$ cat config.mk
export PLATFORM = sky130hd
export DESIGN_NAME = smpte_bar_snow_pattern_generator_unit
export DESIGN_NICKNAME = d
export VERILOG_FILES = /design/src/rtl/core/sbsg_pkg.sv /design/src/rtl/core/smpte_bar_snow_pattern_generator_unit.sv /design/src/rtl/core/sbsg_geom.sv /design/src/rtl/core/sbsg_front.sv /design/src/rtl/core/sbsg_queue.sv /design/src/rtl/core/sbsg_back.sv
export SDC_FILE = /design/constraint.sdc
export NUM_CORES = 2
export LEC_CHECK = 0
export BUFFER_PORTS_ARGS = -buffer_cell sky130_fd_sc_hd__buf_2
export CAP_MARGIN = 10
export CORE_MARGIN = 4
export CORE_UTILIZATION = 45
export CTS_CLUSTER_DIAMETER = 50
export DETAILED_ROUTE_END_ITERATION = 8
export HOLD_SLACK_MARGIN = 0.08
export PLACE_DENSITY = 0.71
export SETUP_SLACK_MARGIN = 0.5
export SLEW_MARGIN = 15
export SYNTH_ARGS = -nofsm -noshare
export SYNTH_HDL_FRONTEND = slang
export SYNTH_HIERARCHICAL = 1
export SYNTH_SLANG_ARGS = --single-unit
$ cat constraint.sdc
create_clock -name clk -period 17.48 [get_ports clk]
set_clock_uncertainty 0.05 [all_clocks]
set_input_delay 0.874 -clock clk [delete_from_list [all_inputs] [get_ports clk]]
set_output_delay 0.874 -clock clk [all_outputs]
set_load 0.005 [all_outputs]
$ cat src/rtl/core/sbsg_pkg.sv
`timescale 1ns / 1ps
// ----------------------------------------------------------------------------
// sbsg_pkg
// Shared types, register codes, palette and divider constants for the
// color bar / snow pattern generator.
// ----------------------------------------------------------------------------
package sbsg_pkg;

    localparam int DIM_W     = 13;
    localparam int EDGE_W    = 13;
    localparam int ADDR_W    = 4;
    localparam int DATA_W    = 32;
    localparam int GEO_CNT_W = 4;

    localparam logic [GEO_CNT_W-1:0] GEO_IDLE       = 4'd0;
    localparam logic [GEO_CNT_W-1:0] GEO_LOAD       = 4'd1;
    localparam logic [GEO_CNT_W-1:0] GEO_FIRST_EDGE = 4'd2;
    localparam logic [GEO_CNT_W-1:0] GEO_LAST       = 4'd8;

    // reciprocals for exact division by a constant over the value ranges used
    localparam logic [16:0] RECIP_7 = 17'd74899;   // n / 7  = n * R >> 19
    localparam logic [14:0] RECIP_3 = 15'd21846;   // n / 3  = n * R >> 16
    localparam logic [13:0] RECIP_6 = 14'd10923;   // n / 6  = n * R >> 16
    localparam int SHIFT_7 = 19;
    localparam int SHIFT_3 = 16;
    localparam int SHIFT_6 = 16;

    localparam logic PAT_SNOW = 1'b1;
    localparam logic FMT_UYVY = 1'b1;

    typedef enum logic [1:0] {
        REG_WIDTH   = 2'd0,
        REG_HEIGHT  = 2'd1,
        REG_PATTERN = 2'd2,
        REG_FORMAT  = 2'd3
    } sbsg_reg_t;

    typedef enum logic [3:0] {
        COL_GRAY    = 4'd0,
        COL_YELLOW  = 4'd1,
        COL_CYAN    = 4'd2,
        COL_GREEN   = 4'd3,
        COL_MAGENTA = 4'd4,
        COL_RED     = 4'd5,
        COL_BLUE    = 4'd6,
        COL_BLACK   = 4'd7,
        COL_MINUS_I = 4'd8,
        COL_WHITE   = 4'd9,
        COL_PLUS_Q  = 4'd10,
        COL_DBLACK  = 4'd11,
        COL_LBLACK  = 4'd12,
        COL_SNOW    = 4'd13
    } sbsg_color_t;

    typedef struct packed {
        logic [5:0][EDGE_W-1:0] bottom;
        logic [1:0][EDGE_W-1:0] band;
        logic [6:0][EDGE_W-1:0] bar;     // entry k holds edge k+1
    } sbsg_geom_t;

    typedef struct packed {
        sbsg_color_t color;
        logic [7:0]  noise;
        logic        uyvy;
        logic        odd;
        logic        line_end;
        logic        frame_end;
    } sbsg_item_t;

    // {r, g, b}
    function automatic logic [23:0] palette_rgb(input sbsg_color_t c);
        logic [23:0] rgb;
        case (c)
            COL_GRAY:    rgb = {8'd191, 8'd191, 8'd191};
            COL_YELLOW:  rgb = {8'd191, 8'd191, 8'd0};
            COL_CYAN:    rgb = {8'd0,   8'd191, 8'd191};
            COL_GREEN:   rgb = {8'd0,   8'd191, 8'd0};
            COL_MAGENTA: rgb = {8'd191, 8'd0,   8'd191};
            COL_RED:     rgb = {8'd191, 8'd0,   8'd0};
            COL_BLUE:    rgb = {8'd0,   8'd0,   8'd191};
            COL_BLACK:   rgb = {8'd19,  8'd19,  8'd19};
            COL_MINUS_I: rgb = {8'd0,   8'd33,  8'd76};
            COL_WHITE:   rgb = {8'd255, 8'd255, 8'd255};
            COL_PLUS_Q:  rgb = {8'd49,  8'd0,   8'd107};
            COL_DBLACK:  rgb = {8'd9,   8'd9,   8'd9};
            COL_LBLACK:  rgb = {8'd29,  8'd29,  8'd29};
            default:     rgb = 24'd0;
        endcase
        return rgb;
    endfunction

endpackage

$ cat src/rtl/core/smpte_bar_snow_pattern_generator_unit.sv
`timescale 1ns / 1ps
// path: an accepted word goes into a queue slot, then into the output register
// throughput: one pixel per clock unless stalled, front and back joined by a two-entry queue
// geometry: bar edges come from one constant multiplier, one bar edge per cycle, so
//   s_tready stays low while edges rebuild after reset and after a width or height write
// reset: rst_n async active low; 640x480, bars, RGB, raster at column 0 row 0
// ----------------------------------------------------------------------------
// smpte_bar_snow_pattern_generator_unit
// Color bar / snow test pattern source with an APB register port.
// ----------------------------------------------------------------------------
module smpte_bar_snow_pattern_generator_unit #(
    parameter int MAX_WIDTH  = 4096,
    parameter int MAX_HEIGHT = 4096
) (
    input  logic                          clk,
    input  logic                          rst_n,
    input  logic                          s_tvalid,
    output logic                          s_tready,
    input  logic [7:0]                    s_tdata,   // noise_byte
    output logic                          m_tvalid,
    input  logic                          m_tready,
    output logic [31:0]                   m_tdata,   // first_byte, second_byte,
                                                     // third_byte, byte_count
    output logic                          m_tlast,   // line_end
    output logic                          m_tuser,   // frame_end
    input  logic                          psel,
    input  logic                          penable,
    input  logic                          pwrite,
    input  logic [sbsg_pkg::ADDR_W-1:0]   paddr,
    input  logic [sbsg_pkg::DATA_W-1:0]   pwdata,
    output logic [sbsg_pkg::DATA_W-1:0]   prdata,
    output logic                          pready
);
    import sbsg_pkg::*;

    logic [DIM_W-1:0] width_reg, height_reg;
    logic             pattern_reg, format_reg;
    logic             wr_en, restart;
    sbsg_reg_t        reg_idx;
    logic             busy, push, pop, q_full, q_empty;
    sbsg_geom_t       geom;
    sbsg_item_t       front_item, back_item;
    logic [7:0]       first_byte, second_byte, third_byte;
    logic [1:0]       byte_count;

    function automatic logic [DIM_W-1:0] clamp_dim(input logic [DIM_W-1:0] v,
                                                   input logic [DIM_W:0]   maxv);
        logic [DIM_W-1:0] res;
        if (v == '0)
        begin
            res = DIM_W'(1);
        end
        else if ({1'b0, v} > maxv)
        begin
            res = DIM_W'(maxv);
        end
        else
        begin
            res = v;
        end
        return res;
    endfunction

    assign pready  = 1'b1;
    assign reg_idx = sbsg_reg_t'(paddr[3:2]);
    assign wr_en   = psel && penable && pwrite && pready;
    assign restart = wr_en && (reg_idx == REG_WIDTH || reg_idx == REG_HEIGHT);

    always_ff @(posedge clk or negedge rst_n)
    begin
        if (!rst_n)
        begin
            width_reg   <= DIM_W'(640);
            height_reg  <= DIM_W'(480);
            pattern_reg <= 1'b0;
            format_reg  <= 1'b0;
        end
        else if (wr_en)
        begin
            case (reg_idx)
                REG_WIDTH:   width_reg   <= clamp_dim(pwdata[DIM_W-1:0],
                                                      (DIM_W+1)'(MAX_WIDTH));
                REG_HEIGHT:  height_reg  <= clamp_dim(pwdata[DIM_W-1:0],
                                                      (DIM_W+1)'(MAX_HEIGHT));
                REG_PATTERN: pattern_reg <= pwdata[0];
                REG_FORMAT:  format_reg  <= pwdata[0];
                default:     ;
            endcase
        end
    end

    always_comb
    begin
        case (reg_idx)
            REG_WIDTH:   prdata = DATA_W'(width_reg);
            REG_HEIGHT:  prdata = DATA_W'(height_reg);
            REG_PATTERN: prdata = DATA_W'(pattern_reg);
            REG_FORMAT:  prdata = DATA_W'(format_reg);
            default:     prdata = '0;
        endcase
    end

    sbsg_geom u_geom (
        .clk          (clk),
        .rst_n        (rst_n),
        .restart      (restart),
        .frame_width  (width_reg),
        .frame_height (height_reg),
        .busy         (busy),
        .geom         (geom)
    );

    sbsg_front #(
        .MAX_WIDTH  (MAX_WIDTH),
        .MAX_HEIGHT (MAX_HEIGHT)
    ) u_front (
        .clk          (clk),
        .rst_n        (rst_n),
        .restart      (restart),
        .busy         (busy),
        .geom         (geom),
        .frame_width  (width_reg),
        .frame_height (height_reg),
        .test_pattern (pattern_reg),
        .pixel_format (format_reg),
        .s_tvalid     (s_tvalid),
        .s_tready     (s_tready),
        .noise_byte   (s_tdata),
        .q_full       (q_full),
        .push         (push),
        .item         (front_item)
    );

    sbsg_queue u_queue (
        .clk      (clk),
        .rst_n    (rst_n),
        .push     (push),
        .item_in  (front_item),
        .pop      (pop),
        .full     (q_full),
        .empty    (q_empty),
        .item_out (back_item)
    );

    sbsg_back u_back (
        .clk         (clk),
        .rst_n       (rst_n),
        .q_empty     (q_empty),
        .item        (back_item),
        .pop         (pop),
        .m_tvalid    (m_tvalid),
        .m_tready    (m_tready),
        .first_byte  (first_byte),
        .second_byte (second_byte),
        .third_byte  (third_byte),
        .byte_count  (byte_count),
        .line_end    (m_tlast),
        .frame_end   (m_tuser)
    );

    assign m_tdata = {6'd0, byte_count, third_byte, second_byte, first_byte};

endmodule

$ cat src/rtl/core/sbsg_geom.sv
`timescale 1ns / 1ps
// ----------------------------------------------------------------------------
// sbsg_geom
// Derives bar, band and bottom edges from width and height, one bar edge
// per cycle, the bar edges sharing a single constant multiplier.
// ----------------------------------------------------------------------------
module sbsg_geom (
    input  logic                         clk,
    input  logic                         rst_n,
    input  logic                         restart,
    input  logic [sbsg_pkg::DIM_W-1:0]   frame_width,
    input  logic [sbsg_pkg::DIM_W-1:0]   frame_height,
    output logic                         busy,
    output sbsg_pkg::sbsg_geom_t         geom
);
    import sbsg_pkg::*;

    logic [GEO_CNT_W-1:0] step_reg, step_next;
    logic [15:0]          acc_reg;
    logic [32:0]          bar_prod;
    logic [26:0]          sixth_prod;
    logic [28:0]          band0_prod;
    logic [14:0]          h3;
    logic [EDGE_W-1:0]    sixth_reg;
    logic [EDGE_W-1:0]    twelfth;
    logic [EDGE_W-1:0]    s3;
    logic [2:0]           bar_idx;
    sbsg_geom_t           geom_reg;

    always_comb
    begin
        if (restart)
        begin
            step_next = GEO_LOAD;
        end
        else if (step_reg == GEO_IDLE || step_reg == GEO_LAST)
        begin
            step_next = GEO_IDLE;
        end
        else
        begin
            step_next = step_reg + 4'd1;
        end
    end

    always_ff @(posedge clk or negedge rst_n)
    begin
        if (!rst_n)
        begin
            step_reg <= GEO_LOAD;
        end
        else
        begin
            step_reg <= step_next;
        end
    end

    assign bar_prod   = 33'(acc_reg) * 33'(RECIP_7);
    assign sixth_prod = 27'(frame_width) * 27'(RECIP_6);
    assign band0_prod = 29'({frame_height, 1'b0}) * 29'(RECIP_3);
    assign h3         = 15'(frame_height) + 15'({frame_height, 1'b0});
    assign twelfth    = sixth_reg >> 1;
    assign s3         = sixth_reg + {sixth_reg[EDGE_W-2:0], 1'b0};
    assign bar_idx    = 3'(step_reg - GEO_FIRST_EDGE);

    always_ff @(posedge clk)
    begin
        if (step_reg == GEO_LOAD)
        begin
            acc_reg          <= 16'(frame_width);
            sixth_reg        <= EDGE_W'(sixth_prod >> SHIFT_6);
            geom_reg.band[0] <= EDGE_W'(band0_prod >> SHIFT_3);
            geom_reg.band[1] <= EDGE_W'(h3 >> 2);
        end
        else if (step_reg != GEO_IDLE)
        begin
            acc_reg               <= acc_reg + 16'(frame_width);
            geom_reg.bar[bar_idx] <= EDGE_W'(bar_prod >> SHIFT_7);
        end
        if (step_reg == GEO_FIRST_EDGE)
        begin
            geom_reg.bottom[0] <= sixth_reg;
            geom_reg.bottom[1] <= {sixth_reg[EDGE_W-2:0], 1'b0};
            geom_reg.bottom[2] <= s3;
            geom_reg.bottom[3] <= s3 + twelfth;
            geom_reg.bottom[4] <= s3 + {twelfth[EDGE_W-2:0], 1'b0};
            geom_reg.bottom[5] <= s3 + twelfth + {twelfth[EDGE_W-2:0], 1'b0};
        end
    end

    assign busy = (step_reg != GEO_IDLE);
    assign geom = geom_reg;

endmodule

$ cat src/rtl/core/sbsg_front.sv
`timescale 1ns / 1ps
// ----------------------------------------------------------------------------
// sbsg_front
// Raster counters and region classification; pushes one classified pixel
// per accepted word into the queue.
// ----------------------------------------------------------------------------
module sbsg_front #(
    parameter int MAX_WIDTH  = 4096,
    parameter int MAX_HEIGHT = 4096
) (
    input  logic                         clk,
    input  logic                         rst_n,
    input  logic                         restart,
    input  logic                         busy,
    input  sbsg_pkg::sbsg_geom_t         geom,
    input  logic [sbsg_pkg::DIM_W-1:0]   frame_width,
    input  logic [sbsg_pkg::DIM_W-1:0]   frame_height,
    input  logic                         test_pattern,
    input  logic                         pixel_format,
    input  logic                         s_tvalid,
    output logic                         s_tready,
    input  logic [7:0]                   noise_byte,
    input  logic                         q_full,
    output logic                         push,
    output sbsg_pkg::sbsg_item_t         item
);
    import sbsg_pkg::*;

    localparam int CW = $clog2(MAX_WIDTH);
    localparam int RW = $clog2(MAX_HEIGHT);

    logic [CW-1:0]     col_reg, col_next;
    logic [RW-1:0]     row_reg, row_next;
    logic [EDGE_W-1:0] x_ext, y_ext;
    logic [EDGE_W:0]   x_plus, y_plus;
    logic              lend, fend;
    logic [2:0]        bar_idx;
    sbsg_color_t       color;

    assign x_ext  = EDGE_W'(col_reg);
    assign y_ext  = EDGE_W'(row_reg);
    assign x_plus = {1'b0, x_ext} + 14'd1;
    assign y_plus = {1'b0, y_ext} + 14'd1;
    assign lend   = (x_plus >= {1'b0, frame_width});
    assign fend   = lend && (y_plus >= {1'b0, frame_height});

    always_comb
    begin
        bar_idx = 3'd6;
        for (int k = 5; k >= 0; k--)
        begin
            if (x_ext < geom.bar[k])
            begin
                bar_idx = 3'(k);
            end
        end
    end

    always_comb
    begin
        if (test_pattern == PAT_SNOW)
        begin
            color = COL_SNOW;
        end
        else if (y_ext < geom.band[1])
        begin
            if (y_ext < geom.band[0])
            begin
                color = sbsg_color_t'({1'b0, bar_idx});
            end
            else
            begin
                case (bar_idx)
                    3'd0:    color = COL_BLUE;
                    3'd2:    color = COL_MAGENTA;
                    3'd4:    color = COL_CYAN;
                    3'd6:    color = COL_GRAY;
                    default: color = COL_BLACK;
                endcase
            end
        end
        else if (x_ext < geom.bottom[0]) color = COL_MINUS_I;
        else if (x_ext < geom.bottom[1]) color = COL_WHITE;
        else if (x_ext < geom.bottom[2]) color = COL_PLUS_Q;
        else if (x_ext < geom.bottom[3]) color = COL_DBLACK;
        else if (x_ext < geom.bottom[4]) color = COL_BLACK;
        else if (x_ext < geom.bottom[5]) color = COL_LBLACK;
        else color = COL_SNOW;
    end

    assign s_tready = !busy && !q_full;
    assign push     = s_tvalid && s_tready;

    assign item.color     = color;
    assign item.noise     = noise_byte;
    assign item.uyvy      = (pixel_format == FMT_UYVY);
    assign item.odd       = col_reg[0];
    assign item.line_end  = lend;
    assign item.frame_end = fend;

    always_comb
    begin
        col_next = col_reg;
        row_next = row_reg;
        if (restart)
        begin
            col_next = '0;
            row_next = '0;
        end
        else if (push)
        begin
            if (lend)
            begin
                col_next = '0;
                row_next = fend ? '0 : row_reg + 1'b1;
            end
            else
            begin
                col_next = col_reg + 1'b1;
            end
        end
    end

    always_ff @(posedge clk or negedge rst_n)
    begin
        if (!rst_n)
        begin
            col_reg <= '0;
            row_reg <= '0;
        end
        else
        begin
            col_reg <= col_next;
            row_reg <= row_next;
        end
    end

endmodule

$ cat src/rtl/core/sbsg_queue.sv
`timescale 1ns / 1ps
// ----------------------------------------------------------------------------
// sbsg_queue
// Two-entry queue of classified pixels between front and back.
// ----------------------------------------------------------------------------
module sbsg_queue (
    input  logic                  clk,
    input  logic                  rst_n,
    input  logic                  push,
    input  sbsg_pkg::sbsg_item_t  item_in,
    input  logic                  pop,
    output logic                  full,
    output logic                  empty,
    output sbsg_pkg::sbsg_item_t  item_out
);
    import sbsg_pkg::*;

    sbsg_item_t slot_reg [2];
    logic       wr_ptr_reg, rd_ptr_reg;
    logic [1:0] count_reg, count_next;

    always_comb
    begin
        count_next = count_reg;
        if (push && !pop)
        begin
            count_next = count_reg + 2'd1;
        end
        else if (pop && !push)
        begin
            count_next = count_reg - 2'd1;
        end
    end

    always_ff @(posedge clk or negedge rst_n)
    begin
        if (!rst_n)
        begin
            wr_ptr_reg <= 1'b0;
            rd_ptr_reg <= 1'b0;
            count_reg  <= 2'd0;
        end
        else
        begin
            if (push)
            begin
                wr_ptr_reg <= !wr_ptr_reg;
            end
            if (pop)
            begin
                rd_ptr_reg <= !rd_ptr_reg;
            end
            count_reg <= count_next;
        end
    end

    always_ff @(posedge clk)
    begin
        if (push)
        begin
            slot_reg[wr_ptr_reg] <= item_in;
        end
    end

    assign full     = (count_reg == 2'd2);
    assign empty    = (count_reg == 2'd0);
    assign item_out = slot_reg[rd_ptr_reg];

endmodule

$ cat src/rtl/core/sbsg_back.sv
`timescale 1ns / 1ps
// ----------------------------------------------------------------------------
// sbsg_back
// Palette lookup, YUV conversion and byte packing into the output register.
// ----------------------------------------------------------------------------
module sbsg_back (
    input  logic                  clk,
    input  logic                  rst_n,
    input  logic                  q_empty,
    input  sbsg_pkg::sbsg_item_t  item,
    output logic                  pop,
    output logic                  m_tvalid,
    input  logic                  m_tready,
    output logic [7:0]            first_byte,
    output logic [7:0]            second_byte,
    output logic [7:0]            third_byte,
    output logic [1:0]            byte_count,
    output logic                  line_end,
    output logic                  frame_end
);
    import sbsg_pkg::*;

    localparam logic [15:0] W_YR     = 16'd76;
    localparam logic [15:0] W_YG     = 16'd150;
    localparam logic [15:0] W_YB     = 16'd29;
    localparam logic [15:0] W_UR     = 16'd43;
    localparam logic [15:0] W_UG     = 16'd84;
    localparam logic [15:0] W_UVMAX  = 16'd127;
    localparam logic [15:0] W_VG     = 16'd106;
    localparam logic [15:0] W_VB     = 16'd21;
    localparam logic [16:0] ROUND    = 17'd128;
    localparam logic [7:0]  UV_BIAS  = 8'd128;
    localparam logic [1:0]  CNT_FULL = 2'd3;
    localparam logic [1:0]  CNT_ONE  = 2'd1;

    logic [23:0] rgb;
    logic [7:0]  r, g, b, y, u, v;
    logic [15:0] ys, us, vs;
    logic [16:0] yr, ur, vr;
    logic        valid_reg;
    logic [7:0]  b0_reg, b1_reg, b2_reg, b0_next, b1_next, b2_next;
    logic [1:0]  cnt_reg, cnt_next;
    logic        lend_reg, fend_reg;

    assign rgb = (item.color == COL_SNOW) ? {3{item.noise}} : palette_rgb(item.color);
    assign r   = rgb[23:16];
    assign g   = rgb[15:8];
    assign b   = rgb[7:0];

    // 16-bit wrapping sums
    assign ys = 16'(r) * W_YR + 16'(g) * W_YG + 16'(b) * W_YB;
    assign us = 16'(b) * W_UVMAX - 16'(r) * W_UR - 16'(g) * W_UG;
    assign vs = 16'(r) * W_UVMAX - 16'(g) * W_VG - 16'(b) * W_VB;
    assign yr = 17'(ys) + ROUND;
    assign ur = 17'(us) + ROUND;
    assign vr = 17'(vs) + ROUND;
    assign y  = yr[15:8];
    assign u  = ur[15:8] + UV_BIAS;
    assign v  = vr[15:8] + UV_BIAS;

    always_comb
    begin
        if (!item.uyvy)
        begin
            b0_next  = r;
            b1_next  = g;
            b2_next  = b;
            cnt_next = CNT_FULL;
        end
        else if (item.odd)
        begin
            b0_next  = y;
            b1_next  = 8'd0;
            b2_next  = 8'd0;
            cnt_next = CNT_ONE;
        end
        else
        begin
            b0_next  = u;
            b1_next  = y;
            b2_next  = v;
            cnt_next = CNT_FULL;
        end
    end

    assign pop = !q_empty && (!valid_reg || m_tready);

    always_ff @(posedge clk or negedge rst_n)
    begin
        if (!rst_n)
        begin
            valid_reg <= 1'b0;
        end
        else if (pop)
        begin
            valid_reg <= 1'b1;
        end
        else if (m_tready)
        begin
            valid_reg <= 1'b0;
        end
    end

    always_ff @(posedge clk)
    begin
        if (pop)
        begin
            b0_reg   <= b0_next;
            b1_reg   <= b1_next;
            b2_reg   <= b2_next;
            cnt_reg  <= cnt_next;
            lend_reg <= item.line_end;
            fend_reg <= item.frame_end;
        end
    end

    assign m_tvalid    = valid_reg;
    assign first_byte  = b0_reg;
    assign second_byte = b1_reg;
    assign third_byte  = b2_reg;
    assign byte_count  = cnt_reg;
    assign line_end    = lend_reg;
    assign frame_end   = fend_reg;

endmodule

* Word-level counts from Yosys, hierarchy flattened
Memories as Yosys holds them, arrays and structs flattened. Index checks and enable logic that the tools add are counted.
Storage, ports and cells: register bits 296, memory bits (writable) 32, ROM bits 384, logic and storage cells 189, memories 2
Memories:
- (name not given) | depth 16, bits a word 24, read ports 1, clocked after memory_dff 0, wr ports 0, RTL line sbsg_pkg.sv:73 | case (c)
- u_queue.slot_reg | depth 2, bits a word 16, read ports 1, clocked after memory_dff 0, wr ports 1, RTL line sbsg_queue.sv:18 | sbsg_item_t slot_reg [2];
Operators by class: add/subtract/negate cells 25, multiply operators 12, magnitude comparators 19, equal/unequal tests 11, muxes and demuxes 47, bitwise gates (word level) 1, reductions and logical operators 38
Operators with widths (count):
- < comparator 12 x 13 -> 1 bit | 12
- one-hot mux 32 bit (4 select lines) | 1
- bitwise mux 91 bit | 1
- two-way mux 12 bit | 7
- two-way mux 13 bit | 5
- multiplier 13 x 14 -> 27 bit, second input constant | 2
- multiplier 8 x 5 -> 13 bit, second input constant | 4
- adder 16 x 8 -> 16 bit, second input constant | 3
- two-way mux 8 bit | 6
- multiplier 8 x 7 -> 15 bit, second input constant | 3
- two-way mux 4 bit | 10
- demux 13 bit (select 3 bit) | 1
- adder 16 x 13 -> 16 bit | 2
- multiplier 16 x 17 -> 32 bit, second input constant | 1
- greater-or-equal comparator 14 x 13 -> 1 bit | 2
- multiplier 8 x 6 -> 14 bit, second input constant | 2
- adder 12 x 1 -> 13 bit, second input constant | 2
- adder 13 x 11 -> 13 bit | 2
- adder 12 x 1 -> 12 bit, second input constant | 2
- two-way mux 24 bit | 1
- adder 15 x 16 -> 16 bit | 1
- adder 8 bit, second input constant | 2
- subtractor 15 x 14 -> 16 bit | 1
- subtractor 15 x 15 -> 16 bit | 1
- 36 further kinds | 79

* Longest topological paths before layout
word-level depth 12, mapped depth 36, mapped depth without buffers 35

* Hierarchy
Netlist, hierarchy kept.
By module, submodules not included:
- sbsg_geom | times used 1, cells each 1594, area an instance 18054.8 um^2, seq. area each 6167.2 um^2
- sbsg_back | times used 1, cells each 1153, area an instance 11385.9 um^2, seq. area each 835.8 um^2
- sbsg_front | times used 1, cells each 825, area an instance 6267.3 um^2, seq. area each 600.6 um^2
- smpte_bar_snow_pattern_generator_unit | times used 1, cells each 174, area an instance 1776.7 um^2, seq. area each 708.2 um^2
- sbsg_queue | times used 1, cells each 66, area an instance 1392.6 um^2, seq. area each 1061.0 um^2

* Worst setup path before layout
Ideal clock, no wire load.
path kind register -> register, start register u_queue.rd_ptr_reg, end register u_back.b2_reg[4], in the netlist u_back/third_byte[4], data pin, data arrival time 8824 ps, required time 17153 ps, slack 8328 ps, stages on the path, launching flop included 36, cells stage by stage dfrtp_1 -> buf_6 -> mux2_2 -> inv_1 -> ha_1 -> clkbuf_1 -> nand2_1 -> a21o_1 -> inv_1 -> ha_1 -> fa_1 -> inv_1 -> fa_1 -> inv_1 -> ha_1 -> xor2_1 -> ha_1 -> inv_1 -> fa_1 -> inv_1 -> fa_1 -> fa_1 -> inv_1 -> fa_1 -> inv_1 -> fa_1 -> inv_1 -> ha_1 -> a21oi_1 -> o21ai_0 -> a21oi_2 -> a21oi_2 -> or3_4 -> a21oi_2 -> xor2_1 -> o22ai_1
RTL lines:
- from (decl) | RTL line sbsg_queue.sv:19 | logic wr_ptr_reg, rd_ptr_reg;
- from (signal assigned) | RTL line sbsg_queue.sv:51 | rd_ptr_reg <= !rd_ptr_reg;
- to (signal assigned) | RTL line sbsg_back.sv:110 | b2_reg <= b2_next;
- to (decl) | RTL line sbsg_back.sv:41 | logic [7:0] b0_reg, b1_reg, b2_reg, b0_next, b1_next, b2_next;

==> impl_metrics.yaml <==
status:
  outcome: "complete, no violations"
timing:
  final_hold_viols: 0
  final.setup.tns_ns: 0
  rsz0062_at_grt: "false"
  worst_pin_slew_ns: 1.09
  fin_crit_ns: 10.56
  fmaxAchievable_mhz: 94.7
  share_of_the_clock_period_used_by_the_worst_path: 0.604
  setup_viol: 0
  slew_headroom: 0.267
  finalMaxSlewViolations: 0
layout:
  layout-area-overhead-vs-synth_pct: 7.47
  largest_reg_flops: 163
  num-nets-final: 5025
  drive_above_1_share: 0.0739
  antenna_cells: 0
  total_of_fill_cells_in_the_finished_design: 7656
  fin_util: 0.491
drt:
  ant_nets: 0
  met3_routed_length_um: 3520
  first_pass_iteration_count_of_the_detailed_router: 6
  wirelength_um: 84400
  dr_wl_met2_um: 41700
  detail_route.vias_per_cell: 5.26
  total_number_of_vias: 26500
  met1_wirelength_um: 37100
  drcViolationCount: 0
  detail_route.iter0.violations: 1336
  routed_wire_length_per_instance_um: 16.8
  dr.max_layer_used: "met4"
job:
  drv_cap: 0
floorplan:
  starting_density_of_the_core: 0.457
  fp-row-count: 106
  placeableCoreArea_mm2: 0.0842
  ioPinCount: 120
  dieArea_mm2: 0.0903
  die_h_um: 300
  die_x_um: 300
global_route:
  pin_count_of_the_biggest_net_entering_global_routing: 62
  grt_first_pass_wirelength_um: 140000
  grt_pass1_vias: 27700
  grtUsageTotal: 0.190
  total_global_routing_overflow: 0
  antenna_found_initial: 0
setup_path:
  critical_path.max_stage_delay_ns: 0.98
  worstPathMaxFanout: 17
  slowest_stage: "dfrtp_1"
  critical_path.most_common_cell: "inv_1"
  timing.setup.critical_path_class: "flop to flop"
  setup.reg_to_reg.worst_slack_ns: 6.92
  cp.required_ns: 17.71
  cp-end-kind: "flop"
  critPathLaunchType: "flop"
  critPathArrivalTime_ns: 10.79
clock_tree:
  cts_repair_resize_count: 0
  cts_max_path_buffers: 3
  postCtsSetupBuffers: 0
  clockRootBuffer: "clkbuf_16"
  tritoncts.num_buffers: 44
  worstSkewPairLatency_ns: 0.59
  tritoncts: "built"
  cts_hold_repair.buffers: 0
  clkSlewWorstSetupHoldPaths_ns: 0.06
  cts_htree_levels: 2
  clkSinkCount: 310
worst_hold_path:
  hold_class: "primary input to async pin"
synthesis:
  synth_area_mm2: 0.0385
  synth_area_per_cell_um2: 10.1
  netlist_instances: 3798
  yosys_warnings: 6
place:
  routabilityCongestion: 0.888
  buffer_ports.inserted: 71
  place.detailed.hpwl_um: 68200
-- area by class of cell --
cell class	instances	area [µm²]	area share
timing repair buffer	94	528	0.0128
clock buffer	54	1180	0.0285
clock inverter	25	299	0.00723
sequential	310	8980	0.217
multi-input combinational	2602	25900	0.626
tap	1134	1420	0.0343
inverter	813	3050	0.0738
-- final timing paths --
kind                                             startpoint                                to  depth (start not counted)
max                          u_queue/rd_ptr_reg$_DFFE_PN0P_    u_back/third_byte[7]$_DFFE_PP_                         33
min reg2reg                u_queue/count_reg[1]$_DFFE_PN0P_  u_queue/count_reg[1]$_DFFE_PN0P_                          1
min in group clk                                 s_tdata[0]  u_queue/slot_reg[1][4]$_DFFE_PP_                          1
max reg2reg                  u_queue/rd_ptr_reg$_DFFE_PN0P_    u_back/third_byte[7]$_DFFE_PP_                         33
min                                                   rst_n       u_back/m_tvalid$_DFFE_PN0P_                          2
max in group asynchronous                             rst_n  u_queue/count_reg[0]$_DFFE_PN0P_                          2
-- critical path: cells and delay by family, from the launching register on --
| kind | cells | cell delay (ns) |
|---|---|---|
| muxes | 1 | 0.48 |
| adders and majority gates | 12 | 5.48 |
| and+or+nand+nor | 1 | 0.19 |
| DFF | 1 | 0.98 |
| xor gates and xnor gates | 2 | 0.35 |
| AOI/OAI and AO/OA | 8 | 1.77 |
| buffers and inverters | 9 | 0.91 |
-- layer usage --
layer | vias up | track usage
li1 | 13000 | -
met1 | 12900 | 0.246
met2 | 495 | 0.336
met3 | 119 | 0.0252
met4 | 0 | 0.0505
met5 | - | 0
-- cells in the final DEF, fill, tap and decap left out, drive strengths merged, types with 23 or more instances in the layout --
| master | n |
|---|---|
| and3 | 27 |
| clkbuf | 54 |
| ha | 789 |
| a21oi | 184 |
| buf | 94 |
| nand2b | 29 |
| nor3 | 53 |
| inv | 818 |
| a21o | 59 |
| fa | 320 |
| xnor2 | 118 |
| nor2 | 155 |
| mux2 | 27 |
| dfrtp | 54 |
| edfxtp | 246 |
| conb | 32 |
| a211oi | 23 |
| xor2 | 53 |
| nor2b | 32 |
| o21a | 23 |
| nand2 | 126 |
| nand3 | 85 |
| o21ai | 138 |
| mux2i | 24 |
-- through the flow --
stage	setup WS, ns	area, µm²	hold WS, ns	instances
after floorplan	8.33	38600	0.404	3826
after global placement	7.02	39900	0.422	4953
after detailed placement	6.97	39900	0.432	4953
after CTS	6.95	41400	0.373	5032
after global routing	6.37	41400	0.385	5032
final	6.92	41400	0.397	5032
Power is not shown: default switching activity piles up to over one toggle a cycle in this logic, so the estimate is an artifact.
